--- config.mk ---
export PLATFORM = sky130hd
export DESIGN_NAME = sliding_base_bitmap_set_unit
export DESIGN_NICKNAME = d
export VERILOG_FILES = /design/src/rtl/sbbs_pkg.sv /design/src/rtl/sliding_base_bitmap_set_unit.sv /design/src/rtl/sbbs_word_find.sv
export SDC_FILE = /design/constraint.sdc
export NUM_CORES = 2
export LEC_CHECK = 0
export ABC_CLOCK_PERIOD_IN_PS = 10480
export BUFFER_PORTS_ARGS = -buffer_cell sky130_fd_sc_hd__buf_2
export CAP_MARGIN = 20
export CORE_UTILIZATION = 45
export CTS_BUF_LIST = sky130_fd_sc_hd__clkbuf_4
export DETAILED_ROUTE_END_ITERATION = 12
export HOLD_SLACK_MARGIN = 0.08
export MAX_ROUTING_LAYER = met4
export PLACE_DENSITY = 0.64
export SLEW_MARGIN = 10
export SYNTH_ARGS = -nofsm -noshare
export SYNTH_HDL_FRONTEND = slang
export SYNTH_SLANG_ARGS = --single-unit
--- constraint.sdc ---
create_clock -name clock -period 10.48 [get_ports clock]
set_clock_uncertainty 0.05 [all_clocks]
set_input_delay 1.572 -clock clock [delete_from_list [all_inputs] [get_ports clock]]
set_output_delay 1.572 -clock clock [all_outputs]
set_load 0.01 [all_outputs]
--- src/rtl/sbbs_pkg.sv ---
// Shared types and operation codes for the sliding base bitmap set unit.
`default_nettype none

package sbbs_pkg;

   localparam logic [2:0] FUNC_ADD      = 3'd0;
   localparam logic [2:0] FUNC_REMOVE   = 3'd1;
   localparam logic [2:0] FUNC_CONTAINS = 3'd2;
   localparam logic [2:0] FUNC_CLEAR    = 3'd3;
   localparam logic [2:0] FUNC_NEXT     = 3'd4;

   localparam int unsigned COUNT_BITS = 11;

   typedef struct packed {
      logic [2:0]         func;
      logic signed [31:0] item_value;
   } req_type;

   typedef struct packed {
      logic                  status;
      logic                  is_member;
      logic signed [31:0]    found_value;
      logic [COUNT_BITS-1:0] member_count;
   } rsp_type;

endpackage

`default_nettype wire

--- src/rtl/sliding_base_bitmap_set_unit.sv ---
// Top level of the sliding base bitmap set unit: sequencer, bitmap memory and scan.
// Add, remove and contains read and may update a memory word only when the item lies
// in the window; clear sweeps all DEPTH words only when the set holds members.
// Next scans the memory one word per cycle until it finds a member or the scan ends.
// One item is in work at a time; a new item is taken while a result waits.
// After reset a clearing pass writes all DEPTH words before the first item.
`default_nettype none

module sliding_base_bitmap_set_unit #(
   parameter int unsigned WINDOW = 1024
) (
   input  wire logic             clock,
   input  wire logic             reset,
   input  wire logic             req_valid,
   output logic                  req_stall,
   input  wire sbbs_pkg::req_type req_data,
   output logic                  rsp_valid,
   input  wire logic             rsp_stall,
   output sbbs_pkg::rsp_type     rsp_data
);

   import sbbs_pkg::*;

   localparam int unsigned WB    = (WINDOW >= 64) ? 32 : 4;
   localparam int unsigned WBL   = $clog2(WB);
   localparam int unsigned DEPTH = (WINDOW + WB - 1) / WB;
   localparam int unsigned PW    = $clog2(WINDOW);
   localparam int unsigned AW    = PW - WBL;
   localparam int unsigned SW    = $clog2(WINDOW + 1);
   localparam int unsigned LW    = $clog2(DEPTH + 2);

   typedef enum logic [3:0] {
      S_INIT, S_IDLE, S_PREP, S_DECIDE, S_ADDR, S_READ, S_MOD,
      S_SCAN, S_CHECK, S_FOUND, S_SWEEP, S_DONE
   } state_type;

   state_type          state_ff;
   logic [2:0]         op_ff;
   logic [31:0]        val_ff;
   logic [31:0]        base_ff;
   logic [SW-1:0]      span_ff;
   logic [SW-1:0]      cnt_ff;
   logic [PW-1:0]      pbase_ff;
   logic signed [33:0] diff_ff;
   logic [PW-1:0]      off_ff;
   logic [PW-1:0]      paddr_ff;
   logic [PW-1:0]      fpos_ff;
   logic [PW-1:0]      lpos_ff;
   logic [AW-1:0]      swp_ff;
   logic [AW-1:0]      scan_addr_ff;
   logic [AW-1:0]      ex_addr_ff;
   logic [LW-1:0]      scan_left_ff;
   logic               inflight_ff;
   logic               first_ff;
   logic               status_ff;
   logic               memb_ff;
   logic [31:0]        found_ff;
   logic               rsp_valid_ff;
   rsp_type            rsp_ff;

   logic [WB-1:0]      mem [DEPTH];
   logic [WB-1:0]      rd_ff;
   logic               mem_we;
   logic [AW-1:0]      mem_wa;
   logic [WB-1:0]      mem_wd;
   logic [AW-1:0]      mem_ra;

   logic [33:0]        low_gap;
   logic               lo_fits;
   logic [PW:0]        lo_pb;
   logic [PW:0]        lo_pb_wrap;
   logic               below_span;
   logic               hi_fits;
   logic [PW:0]        psum;
   logic [PW:0]        psum_wrap;
   logic [PW:0]        ldiff;
   logic [PW:0]        ldiff_wrap;
   logic [WB-1:0]      bit_mask;
   logic               cur_bit;
   logic [WB-1:0]      first_mask;
   logic [WB-1:0]      scan_word;
   logic               fhit;
   logic [WBL-1:0]     fidx;
   logic               rsp_free;

   always_comb begin
      low_gap    = 34'd0 - 34'(diff_ff);
      lo_fits    = (low_gap + 34'(span_ff)) <= 34'(WINDOW);
      lo_pb      = (PW+1)'(pbase_ff) - (PW+1)'(low_gap[PW-1:0]);
      lo_pb_wrap = lo_pb[PW] ? lo_pb + (PW+1)'(WINDOW) : lo_pb;
      below_span = diff_ff < $signed(34'(span_ff));
      hi_fits    = diff_ff < $signed(34'(WINDOW));
      psum       = (PW+1)'(pbase_ff) + (PW+1)'(off_ff);
      psum_wrap  = (psum >= (PW+1)'(WINDOW)) ? psum - (PW+1)'(WINDOW) : psum;
      ldiff      = (PW+1)'(fpos_ff) - (PW+1)'(pbase_ff);
      ldiff_wrap = ldiff[PW] ? ldiff + (PW+1)'(WINDOW) : ldiff;
      bit_mask   = WB'(1) << paddr_ff[WBL-1:0];
      cur_bit    = |(rd_ff & bit_mask);
      first_mask = {WB{1'b1}} << paddr_ff[WBL-1:0];
      scan_word  = rd_ff & (first_ff ? first_mask : {WB{1'b1}});
      rsp_free   = !rsp_valid_ff || !rsp_stall;
   end

   sbbs_word_find #(
      .WB (WB)
   ) u_find (
      .word (scan_word),
      .hit  (fhit),
      .idx  (fidx)
   );

   always_comb begin
      mem_we = 1'b0;
      mem_wa = paddr_ff[PW-1:WBL];
      mem_wd = rd_ff;
      mem_ra = (state_ff == S_SCAN) ? scan_addr_ff : paddr_ff[PW-1:WBL];
      unique case (state_ff)
         S_INIT, S_SWEEP: begin
            mem_we = 1'b1;
            mem_wa = swp_ff;
            mem_wd = '0;
         end
         S_MOD: begin
            if (op_ff == FUNC_ADD && !cur_bit) begin
               mem_we = 1'b1;
               mem_wd = rd_ff | bit_mask;
            end else if (op_ff == FUNC_REMOVE && cur_bit) begin
               mem_we = 1'b1;
               mem_wd = rd_ff & ~bit_mask;
            end
         end
         default: begin
         end
      endcase
   end

   always_ff @(posedge clock) begin
      if (mem_we) begin
         mem[mem_wa] <= mem_wd;
      end
      rd_ff <= mem[mem_ra];
   end

   always_ff @(posedge clock) begin
      if (reset) begin
         state_ff     <= S_INIT;
         base_ff      <= 32'd1;
         span_ff      <= '0;
         cnt_ff       <= '0;
         pbase_ff     <= '0;
         swp_ff       <= '0;
         inflight_ff  <= 1'b0;
         rsp_valid_ff <= 1'b0;
      end else begin
         if (rsp_valid_ff && !rsp_stall && state_ff != S_DONE) begin
            rsp_valid_ff <= 1'b0;
         end
         unique case (state_ff)
            S_INIT, S_SWEEP: begin
               swp_ff <= (swp_ff == AW'(DEPTH - 1)) ? '0 : swp_ff + AW'(1);
               if (swp_ff == AW'(DEPTH - 1)) begin
                  state_ff <= (state_ff == S_INIT) ? S_IDLE : S_DONE;
               end
            end
            S_IDLE: begin
               if (req_valid) begin
                  op_ff     <= req_data.func;
                  val_ff    <= req_data.item_value;
                  status_ff <= 1'b0;
                  memb_ff   <= 1'b0;
                  found_ff  <= '0;
                  state_ff  <= S_PREP;
               end
            end
            S_PREP: begin
               diff_ff  <= $signed({{2{val_ff[31]}}, val_ff} - {{2{base_ff[31]}}, base_ff});
               state_ff <= S_DECIDE;
            end
            S_DECIDE: begin
               unique case (op_ff)
                  FUNC_ADD: begin
                     if (cnt_ff == '0) begin
                        base_ff  <= val_ff;
                        span_ff  <= SW'(1);
                        pbase_ff <= '0;
                        off_ff   <= '0;
                        state_ff <= S_ADDR;
                     end else if (diff_ff < 0) begin
                        if (lo_fits) begin
                           base_ff  <= val_ff;
                           span_ff  <= span_ff + SW'(low_gap[PW-1:0]);
                           pbase_ff <= lo_pb_wrap[PW-1:0];
                           off_ff   <= '0;
                           state_ff <= S_ADDR;
                        end else begin
                           status_ff <= 1'b1;
                           state_ff  <= S_DONE;
                        end
                     end else if (!below_span) begin
                        if (hi_fits) begin
                           span_ff  <= SW'(diff_ff[PW-1:0]) + SW'(1);
                           off_ff   <= diff_ff[PW-1:0];
                           state_ff <= S_ADDR;
                        end else begin
                           status_ff <= 1'b1;
                           state_ff  <= S_DONE;
                        end
                     end else begin
                        off_ff   <= diff_ff[PW-1:0];
                        state_ff <= S_ADDR;
                     end
                  end
                  FUNC_REMOVE, FUNC_CONTAINS: begin
                     if (diff_ff >= 0 && below_span) begin
                        off_ff   <= diff_ff[PW-1:0];
                        state_ff <= S_ADDR;
                     end else begin
                        state_ff <= S_DONE;
                     end
                  end
                  FUNC_CLEAR: begin
                     base_ff  <= 32'd1;
                     span_ff  <= '0;
                     cnt_ff   <= '0;
                     pbase_ff <= '0;
                     if (cnt_ff != '0) begin
                        state_ff <= S_SWEEP;
                     end else begin
                        state_ff <= S_DONE;
                     end
                  end
                  FUNC_NEXT: begin
                     if (span_ff != '0 && below_span) begin
                        off_ff   <= (diff_ff < 0) ? '0 : diff_ff[PW-1:0];
                        state_ff <= S_ADDR;
                     end else begin
                        state_ff <= S_DONE;
                     end
                  end
                  default: begin
                     state_ff <= S_DONE;
                  end
               endcase
            end
            S_ADDR: begin
               paddr_ff <= psum_wrap[PW-1:0];
               if (op_ff == FUNC_NEXT) begin
                  scan_addr_ff <= psum_wrap[PW-1:WBL];
                  scan_left_ff <= LW'(DEPTH + 1);
                  inflight_ff  <= 1'b0;
                  first_ff     <= 1'b1;
                  state_ff     <= S_SCAN;
               end else begin
                  state_ff <= S_READ;
               end
            end
            S_READ: begin
               state_ff <= S_MOD;
            end
            S_MOD: begin
               if (op_ff == FUNC_ADD && !cur_bit) begin
                  cnt_ff <= cnt_ff + SW'(1);
               end else if (op_ff == FUNC_REMOVE && cur_bit) begin
                  cnt_ff <= cnt_ff - SW'(1);
               end
               memb_ff  <= (op_ff == FUNC_CONTAINS) && cur_bit;
               state_ff <= S_DONE;
            end
            S_SCAN: begin
               if (inflight_ff && fhit) begin
                  fpos_ff     <= {ex_addr_ff, fidx};
                  inflight_ff <= 1'b0;
                  state_ff    <= S_CHECK;
               end else if (!inflight_ff && scan_left_ff == '0) begin
                  state_ff <= S_DONE;
               end else begin
                  if (scan_left_ff != '0) begin
                     ex_addr_ff   <= scan_addr_ff;
                     scan_addr_ff <= (scan_addr_ff == AW'(DEPTH - 1)) ? '0
                                                                      : scan_addr_ff + AW'(1);
                     scan_left_ff <= scan_left_ff - LW'(1);
                     inflight_ff  <= 1'b1;
                  end else begin
                     inflight_ff <= 1'b0;
                  end
                  if (inflight_ff) begin
                     first_ff <= 1'b0;
                  end
               end
            end
            S_CHECK: begin
               lpos_ff  <= ldiff_wrap[PW-1:0];
               state_ff <= S_FOUND;
            end
            S_FOUND: begin
               if (lpos_ff >= off_ff) begin
                  memb_ff  <= 1'b1;
                  found_ff <= base_ff + 32'(lpos_ff);
               end
               state_ff <= S_DONE;
            end
            S_DONE: begin
               if (rsp_free) begin
                  rsp_ff.status       <= status_ff;
                  rsp_ff.is_member    <= memb_ff;
                  rsp_ff.found_value  <= found_ff;
                  rsp_ff.member_count <= COUNT_BITS'(cnt_ff);
                  rsp_valid_ff        <= 1'b1;
                  state_ff            <= S_IDLE;
               end
            end
            default: begin
               state_ff <= S_IDLE;
            end
         endcase
      end
   end

   assign req_stall = (state_ff != S_IDLE);
   assign rsp_valid = rsp_valid_ff;
   assign rsp_data  = rsp_ff;

   a_count_in_span: assert property (@(posedge clock) disable iff (reset)
      cnt_ff <= span_ff)
      else $error("member count exceeds window span");

   a_pbase_range: assert property (@(posedge clock) disable iff (reset)
      32'(pbase_ff) < WINDOW)
      else $error("physical base out of range");

   a_rsp_from_done: assert property (@(posedge clock) disable iff (reset)
      $rose(rsp_valid_ff) |-> $past(state_ff) == S_DONE)
      else $error("result raised outside completion");

   a_reject_no_hit: assert property (@(posedge clock) disable iff (reset)
      rsp_valid_ff && rsp_ff.status |-> !rsp_ff.is_member)
      else $error("rejected add reports a member");

endmodule

`default_nettype wire

--- src/rtl/sbbs_word_find.sv ---
// Finds the lowest set bit of one bitmap word.
`default_nettype none

module sbbs_word_find #(
   parameter int unsigned WB = 32
) (
   input  wire logic [WB-1:0]         word,
   output logic                       hit,
   output logic [$clog2(WB)-1:0]      idx
);

   always_comb begin
      hit = 1'b0;
      idx = '0;
      for (int k = WB - 1; k >= 0; k--) begin
         if (word[k]) begin
            hit = 1'b1;
            idx = ($clog2(WB))'(k);
         end
      end
   end

endmodule

`default_nettype wire
==> flow_metrics.env <==
export IMPL_timing_final_ws_setup_ns=4.44
export IMPL_antenna_found_initial=2
export IMPL_ant_nets=0
export IMPL_ioPinCount=86
export IMPL_tritoncts="yes"
export IMPL_route_detailed_drc=0
export IMPL_cp_arrival_ns=7.03
export IMPL_total_power_mw=10.3
export IMPL_critPathMaxStageDelay_ns=0.63
export IMPL_dpl_worst_slack_ns=4.52
export IMPL_period_share=0.576
export IMPL_cap_viol_max_count=0
export IMPL_grt_pass1_wl_um=228000
export IMPL_numPortBuffers=85
export IMPL_final_nets=4536
export IMPL_areaGrowthSynthToFinish_pct=13.0
export IMPL_initial_core_util=0.456
export IMPL_syn_nets=4178
export IMPL_use_met3=0.0465
export IMPL_slew_headroom=0.241
export IMPL_clockBufferDepth=4
export IMPL_syn_area_um2=58600
export IMPL_postCtsHoldBufs=0
export IMPL_hold_viol_final=0
export IMPL_ff2ff_setup_slack_ns=4.44
export IMPL_cp_endpoint="pbase_ff[9]$_SDFFE_PP0P_"
export IMPL_wl_per_cell_um=24.1
export IMPL_num_rows=131
export IMPL_synthCells=4012
export IMPL_clock_latency_ns=1.25
export IMPL_dieArea_um2=132000
export IMPL_dieWidth_um=363
export IMPL_worstSetupPathType="flop to flop"
export IMPL_grtUsageMet1=0.321
export IMPL_yosys_warnings=0
export IMPL_drive_above_1_share=0.236
export IMPL_synth_cell_types=80
export IMPL_cts_resized=0
export IMPL_use_met2=0.367
export IMPL_utilization=0.516
export IMPL_fin_cells=6361
export IMPL_clk_pin_slew_ns=0.07
export IMPL_post_cts_buffers=0
export IMPL_dp_cells=5723
export IMPL_drt_total_wl_um=154000
export IMPL_crit_path_end_kind="flop"
export IMPL_root_buffer="clkbuf_4"
export IMPL_dpl_hpwl_um=89600
export IMPL_cts_sinks=1335
export IMPL_grt_max_degree=145
export IMPL_vias=36900
export IMPL_layout_common_cells="edfxtp_1 (1228), clkbuf_4 (519), nand2_1 (462)"
export IMPL_grt_pass1_vias=36100
export IMPL_worstHoldPathType="flop to flop"
export IMPL_crit_chain="nor4_4, nand2_1, or3_1, xor2_1, ha_1, o2111ai_1, a21o_1, a211oi_1, nand3_1, nor4_1, mux2i_1, nor4_2, nand4_4, a221o_1, buf_4, or4_1, o22ai_1"
export IMPL_grt_overflow=0
export IMPL_setup_viol=0
export IMPL_rsz0062_at_grt="false"
export IMPL_place_gp_congestion=0.921
export IMPL_synth_top_cell_area_share=0.630
export IMPL_firstDrtPassIters=6
export IMPL_yosysTopAreaCell="edfxtp_1"
export IMPL_ys_ff_latch=1335
export IMPL_power_leakage_nw=22.3
export IMPL_numCtsBuffers=357
export IMPL_r2r_end="pbase_ff[9]$_SDFFE_PP0P_"
export IMPL_irDropWorstVdd_uv=125
export IMPL_finalMaxSlewViolations=0
export IMPL_synth_flop_cell="edfxtp_1"
export IMPL_via_per_inst=5.80
export IMPL_cp_max_fo=46
export IMPL_htreeDepth=5
export IMPL_tightest_slew_ns=1.14
export IMPL_holdPathStages=0
export IMPL_synth_edff_count=1228
export IMPL_power_density_nw_per_um2=156
export IMPL_syn_area_per_cell_um2=14.6
export IMPL_finalCriticalPeriod_ns=6.04
export IMPL_core_region_area_um2=128000
export IMPL_final_common_cell="edfxtp_1"
export IMPL_grt_usage=0.241
export IMPL_grt_busiest_layer="met2"
export IMPL_r2r_start="diff_ff[2]$_DFFE_PP_"
export IMPL_die_y_um=363
export IMPL_fmax_mhz=166
export IMPL_start_kind="flop"
export IMPL_cp_required_ns=11.47
export IMPL_synth_seq_area_share=0.666
export IMPL_first_iter_violations=3744
export IMPL_status="finished, final reports clean"
export IMPL_startpoint="diff_ff[2]$_DFFE_PP_"
export IMPL_async_reset_ff_frac=0
export IMPL_tns_ns=0
export IMPL_yosys_top_cells_area="edfxtp_1 (63%), mux4_2 (9.9%), dfxtp_1 (3.7%), nand2_1 (3.0%), ha_1 (2.6%)"
export IMPL_worstRegToRegCells=17
export IMPL_cpMaxStageDelayCell="edfxtp_1"
[synthesized netlist by cell type, drive strengths merged (5+ instances only)]
| cell type | instances |
|---|---|
| mux4 | 257 |
| a21boi | 11 |
| nor2b | 43 |
| nor2 | 212 |
| a2111oi | 6 |
| o2111ai | 5 |
| nor3b | 10 |
| nor4 | 40 |
| a22oi | 10 |
| dfxtp | 107 |
| a32o | 16 |
| or4 | 10 |
| or3 | 25 |
| mux2i | 13 |
| o21bai | 18 |
| nand2 | 463 |
| o21a | 27 |
| nand4 | 18 |
| xnor2 | 85 |
| a21oi | 175 |
| nor3 | 69 |
| xor2 | 41 |
| a221oi | 5 |
| edfxtp | 1228 |
| mux2 | 6 |
| a21o | 42 |
| o31ai | 26 |
| ha | 120 |
| nand3 | 250 |
| a32oi | 5 |
| a211oi | 11 |
| nand2b | 25 |
| o21ai | 154 |
| o211ai | 21 |
| or2 | 17 |
| inv | 134 |
| clkbuf | 131 |
| fa | 7 |
| and2 | 9 |
| a31oi | 18 |
| buf | 58 |
| o22ai | 9 |
| and3 | 17 |
[layer usage]
layer	up-vias	part of all wire
li1	16500	-
met4	0	0.026
met5	-	0
met3	301	0.079
met2	1626	0.48
met1	18500	0.42
[final cells by class]
class | count | area (um2)
sequential | 1335 | 39000
clock buffer | 519 | 3900
fill | 10900 | 62200
multi-input combinational | 2353 | 18700
tap | 1729 | 2160
timing repair buffer | 188 | 1400
antenna | 7 | 17.5
inverter | 135 | 507
clock inverter | 95 | 458
[metrics by stage]
stage          area, um2  hold WS, ns
2_1_floorplan      58600        0.350
3_3_place_gp       61500        0.353
3_5_place_dp       61500        0.355
4_1_cts            65900        0.290
5_1_grt            66200        0.339
6_report           66200        0.316
[how the worst min path moves through the flow]
stage                          startpoint                endpoint  slack (ns)
2_1_floorplan     ex_addr_ff[0]$_DFFE_PP_    fpos_ff[5]$_DFFE_PP_        0.35
3_3_place_gp   found_ff[12]$_SDFFCE_PN0P_  rsp_data[23]$_DFFE_PP_        0.35
3_5_place_dp      ex_addr_ff[3]$_DFFE_PP_    fpos_ff[8]$_DFFE_PP_        0.35
4_1_cts                       req_data[6]     val_ff[6]$_DFFE_PP_        0.29
5_1_grt        found_ff[31]$_SDFFCE_PN0P_  rsp_data[42]$_DFFE_PP_        0.34
6_report       found_ff[21]$_SDFFCE_PN0P_  rsp_data[32]$_DFFE_PP_        0.32
[flip-flops by register name, summed over array words and instances (netlist names), 11 cells and up]
signal	flops
mem	1024
rsp_data	45
diff_ff	33
base_ff	32
found_ff	32
rd_ff	32
val_ff	32
cnt_ff	11
span_ff	11
[worst max-delay path, delay by kind of cell (launching register included)]
family / cells / cell delay (ns)
fa+ha+maj: 1 / 0.36
buf+inv: 1 / 0.27
simple gates: 8 / 2.80
xor+xnor: 1 / 0.17
compound gates: 5 / 1.45
mux: 1 / 0.14
flops: 1 / 0.63
[cell families after synthesis]
logic type / after synthesis / synth area share
flops: 1335 / 0.666
simple gates: 1226 / 0.0985
compound gates: 598 / 0.0648
buf+inv: 324 / 0.0213
mux: 276 / 0.102
fa+ha+maj: 127 / 0.0280
xor+xnor: 126 / 0.0188
[power breakdown]
group / total [mW] / switching, mW / internal (mW)
registers: 5.79 / 0.0111 / 5.78
logic: 0.0988 / 0.0704 / 0.0284
clock network: 4.41 / 2.07 / 2.34
total: 10.3 / 2.16 / 8.14
No activity file was read; power rests on OpenSTA's default activity.
